File: src/hdl/bounded_ordered_list_assert.svh
// Assertion macros for the bounded ordered list.
// Expects signals named clk and rst_n in the including module's scope.
`ifndef BOUNDED_ORDERED_LIST_ASSERT_SVH
`define BOUNDED_ORDERED_LIST_ASSERT_SVH

// Same-cycle implication, checked outside of reset.
`define BOL_ASSERT_NOW(lbl, ante, cons, msg) \
  lbl: assert property (@(posedge clk) disable iff (!rst_n) (ante) |-> (cons)) \
    else $error(msg);

// Next-cycle implication, checked outside of reset.
`define BOL_ASSERT_NEXT(lbl, ante, cons, msg) \
  lbl: assert property (@(posedge clk) disable iff (!rst_n) (ante) |=> (cons)) \
    else $error(msg);

`endif

File: src/hdl/bol_pkg.sv
// Shared types and constants for the bounded ordered list.
// No dependencies; used by bol_cell and bounded_ordered_list.
`default_nettype none

package bol_pkg;

  // Default storage geometry.
  localparam int unsigned DEPTH_DEF     = 16;
  localparam int unsigned WORD_BITS_DEF = 32;

  // Command codes; the two unused codes fall to the default arm.
  typedef enum logic [2:0] {
    OP_GET    = 3'd0,
    OP_SET    = 3'd1,
    OP_INSERT = 3'd2,
    OP_REMOVE = 3'd3,
    OP_LOCATE = 3'd4,
    OP_CLEAR  = 3'd5
  } op_t;

  // Result status codes.
  typedef enum logic [1:0] {
    ST_OK    = 2'd0,
    ST_FULL  = 2'd1,
    ST_RANGE = 2'd2
  } bol_result_code_t;

  // Command transaction payload.
  typedef struct packed {
    logic [2:0]  opcode;
    logic [4:0]  position;
    logic [31:0] value;
  } bol_in_t;

  // Result transaction payload.
  typedef struct packed {
    logic [1:0]  status;
    logic [31:0] data;
    logic        found;
    logic [3:0]  found_position;
    logic [4:0]  length;
    logic        is_full;
    logic        is_empty;
  } bol_out_t;

  // Control broadcast from the top level to every cell.
  typedef struct packed {
    logic        set_en;
    logic        ins_en;
    logic        rem_en;
    logic [4:0]  pos;
    logic [4:0]  count;
    logic [31:0] val;
  } bol_ctl_t;

  // Search and read information handed from cell to cell.
  typedef struct packed {
    logic        hit;
    logic [3:0]  fidx;
    logic [31:0] rd;
  } bol_chain_t;

endpackage

`default_nettype wire

File: src/hdl/bol_cell.sv
// One storage cell of the bounded ordered list row.
// Depends on bol_pkg; instantiated DEPTH times by bounded_ordered_list.
`default_nettype none

module bol_cell #(
  parameter int unsigned INDEX     = 0,
  parameter int unsigned WORD_BITS = bol_pkg::WORD_BITS_DEF
) (
  input  wire logic                 clk,
  input  wire bol_pkg::bol_ctl_t    ctl,
  input  wire logic [WORD_BITS-1:0] left_word,
  input  wire logic [WORD_BITS-1:0] right_word,
  output logic      [WORD_BITS-1:0] word,
  input  wire bol_pkg::bol_chain_t  chain_in,
  output bol_pkg::bol_chain_t       chain_out
);

  localparam logic [31:0] IDX = 32'(INDEX);

  logic [WORD_BITS-1:0] word_r;
  logic [WORD_BITS-1:0] word_nxt;
  logic                 at_pos;
  logic                 past_pos;
  logic                 live;
  logic                 match;
  logic                 first;

  // Where this cell sits relative to the command position and the length.
  assign at_pos   = ({27'b0, ctl.pos} == IDX);
  assign past_pos = (IDX > {27'b0, ctl.pos});
  assign live     = (IDX < {27'b0, ctl.count});

  // Next word: write in place, shift up from the left, or shift down from the right.
  always_comb begin
    word_nxt = word_r;
    if (ctl.set_en && at_pos) begin
      word_nxt = WORD_BITS'(ctl.val);
    end else if (ctl.ins_en && past_pos) begin
      word_nxt = left_word;
    end else if (ctl.ins_en && at_pos) begin
      word_nxt = WORD_BITS'(ctl.val);
    end else if (ctl.rem_en && (past_pos || at_pos)) begin
      word_nxt = right_word;
    end
  end

  always_ff @(posedge clk) begin
    word_r <= word_nxt;
  end

  assign word = word_r;

  // Search: only the first live match along the row reports its index.
  assign match = live && (word_r == WORD_BITS'(ctl.val));
  assign first = match && !chain_in.hit;

  assign chain_out.hit  = chain_in.hit | match;
  assign chain_out.fidx = chain_in.fidx | (first ? 4'(INDEX) : 4'd0);
  assign chain_out.rd   = chain_in.rd | (at_pos ? 32'(word_r) : 32'd0);

endmodule

`default_nettype wire

File: src/hdl/bounded_ordered_list.sv
// Bounded ordered list: command/result channels, a configuration write
// channel for the capacity, and the row of storage cells.
//
// Usage: a command transaction is taken at a rising edge with start high
// and busy low. busy stays low, so one command can be issued every cycle.
// Each command yields exactly one result transaction, shown on out_item
// with out_valid high for a single cycle, in the cycle after the command
// was taken (throughput one command per cycle). The cell row shifts,
// writes and compares all entries in the cycle the command is taken;
// the search and the read word ripple along the row of cells, which sets
// the cycle time.
// The receiver cannot stall: a result must be captured in its strobe cycle.
// The capacity register is written with cfg_valid and cfg_ready high;
// cfg_ready is always high. Write it only while no command is in flight.
// Reset (rst_n low, synchronous) empties the list and sets the capacity
// to DEPTH, limited to 31. Entry words are not cleared: positions at or
// above the length are never read, so no clearing pass is needed.
`default_nettype none

module bounded_ordered_list #(
  parameter int unsigned DEPTH     = bol_pkg::DEPTH_DEF,
  parameter int unsigned WORD_BITS = bol_pkg::WORD_BITS_DEF
) (
  input  wire logic             clk,
  input  wire logic             rst_n,
  // Command channel.
  input  wire logic             start,
  output logic                  busy,
  input  wire bol_pkg::bol_in_t in_item,
  // Result channel.
  output logic                  out_valid,
  output bol_pkg::bol_out_t     out_item,
  // Capacity register write channel.
  input  wire logic             cfg_valid,
  output logic                  cfg_ready,
  input  wire logic [4:0]       cfg_data
);

  `include "bounded_ordered_list_assert.svh"

  // Largest capacity that the length field and the storage can both hold.
  localparam int unsigned CAP_MAX = (DEPTH > 31) ? 31 : DEPTH;
  localparam logic [4:0]  CAP_LIM = 5'(CAP_MAX);

  logic [4:0]          cap_r;
  logic [4:0]          count_r;
  logic [4:0]          count_nxt;
  logic                out_valid_r;
  bol_pkg::bol_out_t   out_r;
  bol_pkg::bol_out_t   out_nxt;
  bol_pkg::bol_ctl_t   ctl;
  logic                fire;
  logic [4:0]          eff_cap;
  logic                in_range;
  logic                full_now;
  logic                ins_ok;

  logic [WORD_BITS-1:0] cell_word [DEPTH];
  bol_pkg::bol_chain_t  chain     [DEPTH+1];

  assign busy      = 1'b0;
  assign cfg_ready = 1'b1;
  assign fire      = start && !busy;

  // Capacity as seen by the list, and the checks every command needs.
  assign eff_cap  = (cap_r > CAP_LIM) ? CAP_LIM : cap_r;
  assign in_range = (in_item.position < count_r);
  assign full_now = (count_r >= eff_cap);
  assign ins_ok   = !full_now && (in_item.position <= count_r);

  // Broadcast to the cell row; enables only for commands that will succeed.
  always_comb begin
    ctl.set_en = fire && (in_item.opcode == bol_pkg::OP_SET) && in_range;
    ctl.ins_en = fire && (in_item.opcode == bol_pkg::OP_INSERT) && ins_ok;
    ctl.rem_en = fire && (in_item.opcode == bol_pkg::OP_REMOVE) && in_range;
    ctl.pos    = in_item.position;
    ctl.count  = count_r;
    ctl.val    = in_item.value;
  end

  // Row of cells; each shifts with its neighbors and extends the search chain.
  assign chain[0] = '0;

  for (genvar i = 0; i < DEPTH; i++) begin : g_cell
    logic [WORD_BITS-1:0] left_w;
    logic [WORD_BITS-1:0] right_w;

    if (i == 0) begin : g_first
      assign left_w = '0;
    end else begin : g_inner_l
      assign left_w = cell_word[i-1];
    end

    if (i == DEPTH - 1) begin : g_last
      assign right_w = '0;
    end else begin : g_inner_r
      assign right_w = cell_word[i+1];
    end

    bol_cell #(
      .INDEX     (i),
      .WORD_BITS (WORD_BITS)
    ) u_cell (
      .clk        (clk),
      .ctl        (ctl),
      .left_word  (left_w),
      .right_word (right_w),
      .word       (cell_word[i]),
      .chain_in   (chain[i]),
      .chain_out  (chain[i+1])
    );
  end

  // Result of the current command and the new length.
  always_comb begin
    count_nxt              = count_r;
    out_nxt.status         = bol_pkg::ST_OK;
    out_nxt.data           = '0;
    out_nxt.found          = 1'b0;
    out_nxt.found_position = '0;
    case (in_item.opcode)
      bol_pkg::OP_GET: begin
        if (in_range) begin
          out_nxt.data = chain[DEPTH].rd;
        end else begin
          out_nxt.status = bol_pkg::ST_RANGE;
        end
      end
      bol_pkg::OP_SET: begin
        if (!in_range) begin
          out_nxt.status = bol_pkg::ST_RANGE;
        end
      end
      bol_pkg::OP_INSERT: begin
        if (full_now) begin
          out_nxt.status = bol_pkg::ST_FULL;
        end else if (!ins_ok) begin
          out_nxt.status = bol_pkg::ST_RANGE;
        end else begin
          count_nxt = count_r + 5'd1;
        end
      end
      bol_pkg::OP_REMOVE: begin
        if (in_range) begin
          out_nxt.data = chain[DEPTH].rd;
          count_nxt    = count_r - 5'd1;
        end else begin
          out_nxt.status = bol_pkg::ST_RANGE;
        end
      end
      bol_pkg::OP_LOCATE: begin
        out_nxt.found          = chain[DEPTH].hit;
        out_nxt.found_position = chain[DEPTH].fidx;
      end
      bol_pkg::OP_CLEAR: begin
        count_nxt = '0;
      end
      default: begin
        count_nxt = count_r;
      end
    endcase
    out_nxt.length   = count_nxt;
    out_nxt.is_full  = (count_nxt >= eff_cap);
    out_nxt.is_empty = (count_nxt == 5'd0);
  end

  // Control state, capacity register and the registered result transaction.
  always_ff @(posedge clk) begin
    if (!rst_n) begin
      cap_r       <= CAP_LIM;
      count_r     <= '0;
      out_valid_r <= 1'b0;
    end else begin
      if (cfg_valid && cfg_ready) begin
        cap_r <= cfg_data;
      end
      if (fire) begin
        count_r <= count_nxt;
      end
      out_valid_r <= fire;
    end
  end

  always_ff @(posedge clk) begin
    if (fire) begin
      out_r <= out_nxt;
    end
  end

  assign out_valid = out_valid_r;
  assign out_item  = out_r;

  // Every accepted command yields a result strobe in the next cycle.
  `BOL_ASSERT_NEXT(a_result_follows, fire, out_valid_r,
                   "result strobe missing after command")
  // No strobe appears without a command before it.
  `BOL_ASSERT_NEXT(a_no_spurious, !fire, !out_valid_r, "result strobe without a command")
  // The length never exceeds what the capacity limit allows.
  `BOL_ASSERT_NOW(a_count_bound, 1'b1, count_r <= CAP_LIM, "length above capacity limit")
  // An insert rejected as full leaves the length unchanged.
  `BOL_ASSERT_NOW(a_full_keeps, out_valid_r && (out_r.status == bol_pkg::ST_FULL),
                  out_r.length == $past(count_r), "full insert changed length")
  // A reported match lies inside the list.
  `BOL_ASSERT_NOW(a_found_inside, out_valid_r && out_r.found,
                  5'(out_r.found_position) < out_r.length, "match outside list")

endmodule

`default_nettype wire
File: config.mk
export PLATFORM = sky130hd
export DESIGN_NAME = bounded_ordered_list
export DESIGN_NICKNAME = d
export VERILOG_FILES = /design/src/hdl/bol_pkg.sv /design/src/hdl/bol_cell.sv /design/src/hdl/bounded_ordered_list.sv
export VERILOG_INCLUDE_DIRS = /design/src /design/src/hdl
export SDC_FILE = /design/constraint.sdc
export NUM_CORES = 2
export LEC_CHECK = 0
export ABC_CLOCK_PERIOD_IN_PS = 15220
export BUFFER_PORTS_ARGS = -buffer_cell sky130_fd_sc_hd__buf_4
export CORE_ASPECT_RATIO = 1.5
export CORE_MARGIN = 4
export CORE_UTILIZATION = 60
export DETAILED_ROUTE_END_ITERATION = 7
export PLACE_DENSITY = 0.79
export SLEW_MARGIN = 10
export SYNTH_ARGS = -nofsm -noshare
export SYNTH_HDL_FRONTEND = slang
export SYNTH_HIERARCHICAL = 1
export SYNTH_SLANG_ARGS = --single-unit
File: constraint.sdc
create_clock -name clk -period 15.22 [get_ports clk]
set_clock_uncertainty 0.05 [all_clocks]
set_input_delay 2.283 -clock clk [delete_from_list [all_inputs] [get_ports clk]]
set_output_delay 2.283 -clock clk [all_outputs]
set_load 0.02 [all_outputs]
Yosys cells after proc, flatten, opt, wreduce, memory -nomap -nowiden
Index checks and enable logic that the tools add are counted.
{ "classes": {"muxes": 103, "reduce_logical": 154, "n_eq_ne": 36, "n_lt_le_gt_ge": 36, "bitwise": 44, "add_sub_neg": 2} }
{ "op_table": {"columns": ["cell", "n"], "rows": [
  ["$mux 32", 79],
  ["$eq 32x32->1", 16],
  ["$or 32x32->32", 15],
  ["$logic_and 1x1->1", 101],
  ["$reduce_bool 4->1", 15],
  ["$or 4x4->4", 13],
  ["$eq 5x4->1 const B", 8],
  ["$gt 4x5->1 const A", 8],
  ["$lt 4x5->1 const A", 8],
  ["$mux 4", 8],
  ["$eq 5x3->1 const B", 4],
  ["$gt 3x5->1 const A", 4],
  ["$lt 3x5->1 const A", 4],
  ["$mux 5", 4],
  ["$logic_not 1->1", 16],
  ["$logic_or 1x1->1", 15],
  ["$or 1x1->1", 15],
  ["$pmux 5 s3", 1],
  ["$mux 3", 4],
  ["$eq 5x2->1 const B", 2],
  ["$ge 5x5->1", 2],
  ["$gt 2x5->1 const A", 2],
  ["$logic_not 5->1", 2],
  ["$lt 1x5->1 const A", 2],
  ["other kinds (20)", 27]
]} }
{ "word_totals": {"out_inout_bits": 49, "ff_bits": 569, "in_bits": 49} }

Depth between registers and ports, before layout
{ "depth": {"ltp_word": 20, "ltp_mapped": 35, "mapped_depth_nobuf": 35} }

By module
The synthesis kept the hierarchy.
{ "modules_own_cells": {"columns": ["module", "cells_each", "n_inst", "area_per_inst_um2"], "rows": [
  ["bounded_ordered_list", 256, 1, 2939.1],
  ["bol_cell at g_cell[1].u_cell", 277, 1, 2498.6],
  ["bol_cell at g_cell[2].u_cell", 234, 1, 2398.6],
  ["bol_cell at g_cell[14].u_cell", 236, 1, 2397.3],
  ["bol_cell at g_cell[9].u_cell", 240, 1, 2388.5],
  ["bol_cell at g_cell[6].u_cell", 238, 1, 2359.8],
  ["bol_cell at g_cell[11].u_cell", 207, 1, 2348.5],
  ["bol_cell at g_cell[3].u_cell", 248, 1, 2327.2],
  ["bol_cell at g_cell[4].u_cell", 202, 1, 2279.7],
  ["bol_cell at g_cell[8].u_cell", 204, 1, 2279.7],
  ["bol_cell at g_cell[5].u_cell", 206, 1, 2260.9],
  ["bol_cell at g_cell[10].u_cell", 208, 1, 2237.1],
  ["bol_cell at g_cell[12].u_cell", 208, 1, 2233.4],
  ["bol_cell at g_cell[15].u_cell", 246, 1, 2233.4],
  ["+3 rows", null, null, null]
]} }

Worst setup path after synthesis
OpenSTA, ideal clock, no wires.
{ "synth_path": {"path_kind": "input to register", "start": "in in_item[34] in the netlist's numbering", "end": "reg g_cell[5].u_cell.word_r[0] (enable)", "stages": 7, "arrival_ns": 9.050, "setup_time_ns": 0.470, "setup_slack_ns": 5.650, "required_time_ns": 14.700, "cell_sequence": "ha_1 > a211oi_4 > o221a_2 > nand2_1 > nor4_1 > a31oi_1 > a21boi_0"} }
{ "synth_lines": {"columns": ["element", "line_no", "text"], "rows": [
  ["start, declared", "bounded_ordered_list.sv:29", "input wire bol_pkg::bol_in_t in_item,"],
  ["end signal, assigned", "bol_cell.sv:48", "word_r <= word_nxt;"],
  ["end, declared", "bol_cell.sv:20", "logic [WORD_BITS-1:0] word_r;"]
]} }

==> impl_summary.md <==
Run status
The run finished, with violations left. The final reports fail on DRC.

Yosys
The synthesized netlist contains 108 unique library cells. Synthesis handed over a netlist of 3844 instances. For this run, the register share of the synthesized area comes to 0.428. The total of flip-flops plus latches after synthesis is 569. In the synthesized netlist the dominant register cell turns out to be sky130_fd_sc_hd__edfxtp_1. The Yosys step of the flow raised 6 warnings. In this run, synthesis inferred 558 flip-flops with an integrated enable. The proportion of synthesized flip-flops having asynchronous set or reset is 0. The synthesized netlist occupies a cell area of 0.0397 sq mm. The synthesized area per cell is 10.3 sq um.

Finish
The top cell types in the final layout, fill and taps aside, are sky130_fd_sc_hd__edfxtp_1, sky130_fd_sc_hd__a21o_1, sky130_fd_sc_hd__xor2_1, sky130_fd_sc_hd__nor2_1, sky130_fd_sc_hd__o22ai_1. The register cell area after layout is 0.0170 sq mm. In the final layout, the multi-input gates occupy 0.0210 sq mm. The most common cell after layout, fill and taps aside is sky130_fd_sc_hd__edfxtp_1. The fraction of layout instances using a drive strength above 1 is 0.107. The final layout contains 3934 nets. The area overhead of the layout relative to synthesis is 7.80%. The final-layout fill cell count is 5333.

Drt
The detailed-router iteration count before antenna repair is 8. In the routed layout, each cell is associated on average with a via count of 6.88. Summed over all nets, wire length on met2 after detailed routing comes to 62.9 mm. After detailed routing, the number of remaining DRC violations is 1.

The top routing layer in use is met4. Detailed routing placed a total of 10.1 mm of wire on met3. After detailed routing, the wire length on met1 is 45.4 mm. The post-detailed-route wirelength per cell is 27.8 um. Once detail routing completed, the nets flagged for antenna violations numbered 0.

The routed layout has 33000 vias. The first routing iteration left 4228 violations. Summed over all layers, the routed wires come to 133 mm.

Global routing
The maximum number of pins on one net before global-route repair is 65. The via count of the first global-routing pass is 32200. The number of antenna violations at the first check in global routing is 2. The first global-routing pass estimated 201 mm of wire. The total overflow reported by the global router is 0. The global-route usage over all layers is 0.369.

Timing
The number of pins exceeding their max-slew limit in the final report was 0. In this run the tightest slew margin relative to its limit is 0.191. The total negative slack for setup checks is 0 ps.

The final-report hold violation count is 0. The final worst-path cycle share is 0.471. The clock period minus worst slack is 7170 ps. The maximum clock frequency is 0.139 GHz.

The final setup violation count is 0. Setup repair after global routing left no endpoint under its margin. The slew of the pin with the lowest slew margin is 1210 ps.

Floorplanning
The initial utilization of the core area, before any placement, comes to 0.605. The number of placement rows is 115. The total area inside the core boundary comes to 0.0656 sq mm. The I/O pin count is 98.

Measured along the x axis, the die boundary spans 218 um. The height of the die is 323 um. The full die area is 0.0704 sq mm.

Clocking
The post-cts hold buffer count is 0. The clock-pin slew on the worst setup and hold paths is 60 ps. The number of sinks handled by clock tree synthesis is 569. The clock root buffer is sky130_fd_sc_hd__clkbuf_16. The number of resized instances in the post-cts repair step is 0. TritonCTS created 58 clock buffers.

The number of setup buffers added after CTS is 0. The CTS tree is yes. The latest clock arrival within the worst-skew pair is 670 ps.

The clock tree synthesis step divided the H-tree into 2 levels. The clock passes through at most 3 buffers.

Worst hold path
The path type of the worst min-delay path is flop to flop.

Worst setup path
The critical path start-end classification is input pin to flop. Walking the worst path, the cells encountered are buf_4, ha_1, o21ai_1, o221ai_2, a221oi_4, nand2_1, nor2_4, buf_4, nand2_1, a21oi_2, buf_4, a22oi_1, o21ai_1. The peak fanout along the critical path is 64.

The type of origin of the critical path is an input pin. STA puts the critical path data required time at 15670 ps. For this run, the slowest stage of the critical path takes 910 ps.

The kind of end point of the critical path is a flop. The data arrival time at the worst-slack endpoint is 7610 ps. The cell occurring most often along the worst timing path is sky130_fd_sc_hd__buf_4. For this design, the slowest cell found on the critical path is sky130_fd_sc_hd__nand2_1.

Power and ir drop
The design draws 3.68 mW. The standby leakage power is 17.2 nW. The worst IR drop on VDD is 112 uV. The power density over the cells is 86.1 mW/mm^2.

Run
Max-cap violations in this run came to 0.

Placed design
The number of buffers inserted by port buffering is 95. The HPWL reported at the end of detailed placement is 98.3 mm. The congestion estimate from routability-driven global placement came to 1.05.
[cell usage after synthesis (84+ instances only)]
library cell	count	area [sq um]
sky130_fd_sc_hd__o22ai_1	267	1670
sky130_fd_sc_hd__a21o_1	520	3900
sky130_fd_sc_hd__clkbuf_1	96	360
sky130_fd_sc_hd__buf_2	84	420
sky130_fd_sc_hd__xor2_1	346	3030
sky130_fd_sc_hd__inv_1	141	529
sky130_fd_sc_hd__nor2_1	276	1040
sky130_fd_sc_hd__nand2_1	120	450
sky130_fd_sc_hd__edfxtp_1	558	16800
sky130_fd_sc_hd__a2bb2oi_1	97	850
sky130_fd_sc_hd__xnor2_1	137	1200
sky130_fd_sc_hd__nor4_1	88	551
[metrics by stage]
step | hold slack (ps) | setup WS, ps | area [sq um] | utilization | instances
after CTS | 465 | 8220 | 42800 | 0.652 | 4793
after global placement | 424 | 7740 | 40900 | 0.623 | 4686
after detailed placement | 446 | 7560 | 40900 | 0.623 | 4686
after floorplan | 402 | 5650 | 39900 | - | 3913
after global routing | 520 | 7730 | 42800 | 0.652 | 4794
final | 458 | 8050 | 42800 | 0.652 | 4796
[registers in the layout, indices dropped and copies added (netlist names)]
| signal | count |
|---|---|
| g_cell.u_cell/word | 512 |
| out_valid | 1 |
| out_item | 46 |
| cap_r | 5 |
| count_r | 5 |
[worst max-delay path, delay by kind of cell]
kind,cells,cell delay [ps]
and+or+nand+nor,3,1610
AOI/OAI and AO/OA,6,1670
buffers and inverters,3,1560
adders and majority gates,1,360
[worst paths after layout]
kind / slack, ps / cells after the start / startpoint / endpoint
min: 460 / 2 / cap_r[0] / cap_r[0]
max: 8050 / 13 / in_item[36] / g_cell[3].u_cell/word[19]
min reg2reg: 460 / 2 / cap_r[0] / cap_r[0]
max reg2reg: 9050 / 14 / count_r[2] / g_cell[3].u_cell/word[19]
[layer usage]
layer,GRT usage,vias to the layer above
li1,-,14500
met3,0.0495,554
met4,0.321,0
met2,0.605,2146
met5,0,-
met1,0.422,15800
[layout make-up]
cell class | count | area share
multi-input combinational | 2935 | 0.492
clock inverter | 30 | 0.00775
clock buffer | 77 | 0.0361
inverter | 141 | 0.0124
antenna | 3 | 0.000176
timing repair buffer | 164 | 0.0288
tap | 877 | 0.0257
sequential | 569 | 0.397
[kinds of logic after synthesis]
logic type      synth area share
buf+inv                   0.0523
fa+ha+maj                0.00505
mux                       0.0177
flops                      0.428
compound gates             0.284
simple gates               0.106
other cells             0.000189
xor+xnor                   0.107
[report_power, final]
group          total (mW)  switching [mW]  internal [mW]
clock network        1.47           0.643          0.828
registers            1.75          0.0172           1.73
logic               0.465           0.295          0.169
total                3.68           0.956           2.73
Power figures use the tool's default switching activity.
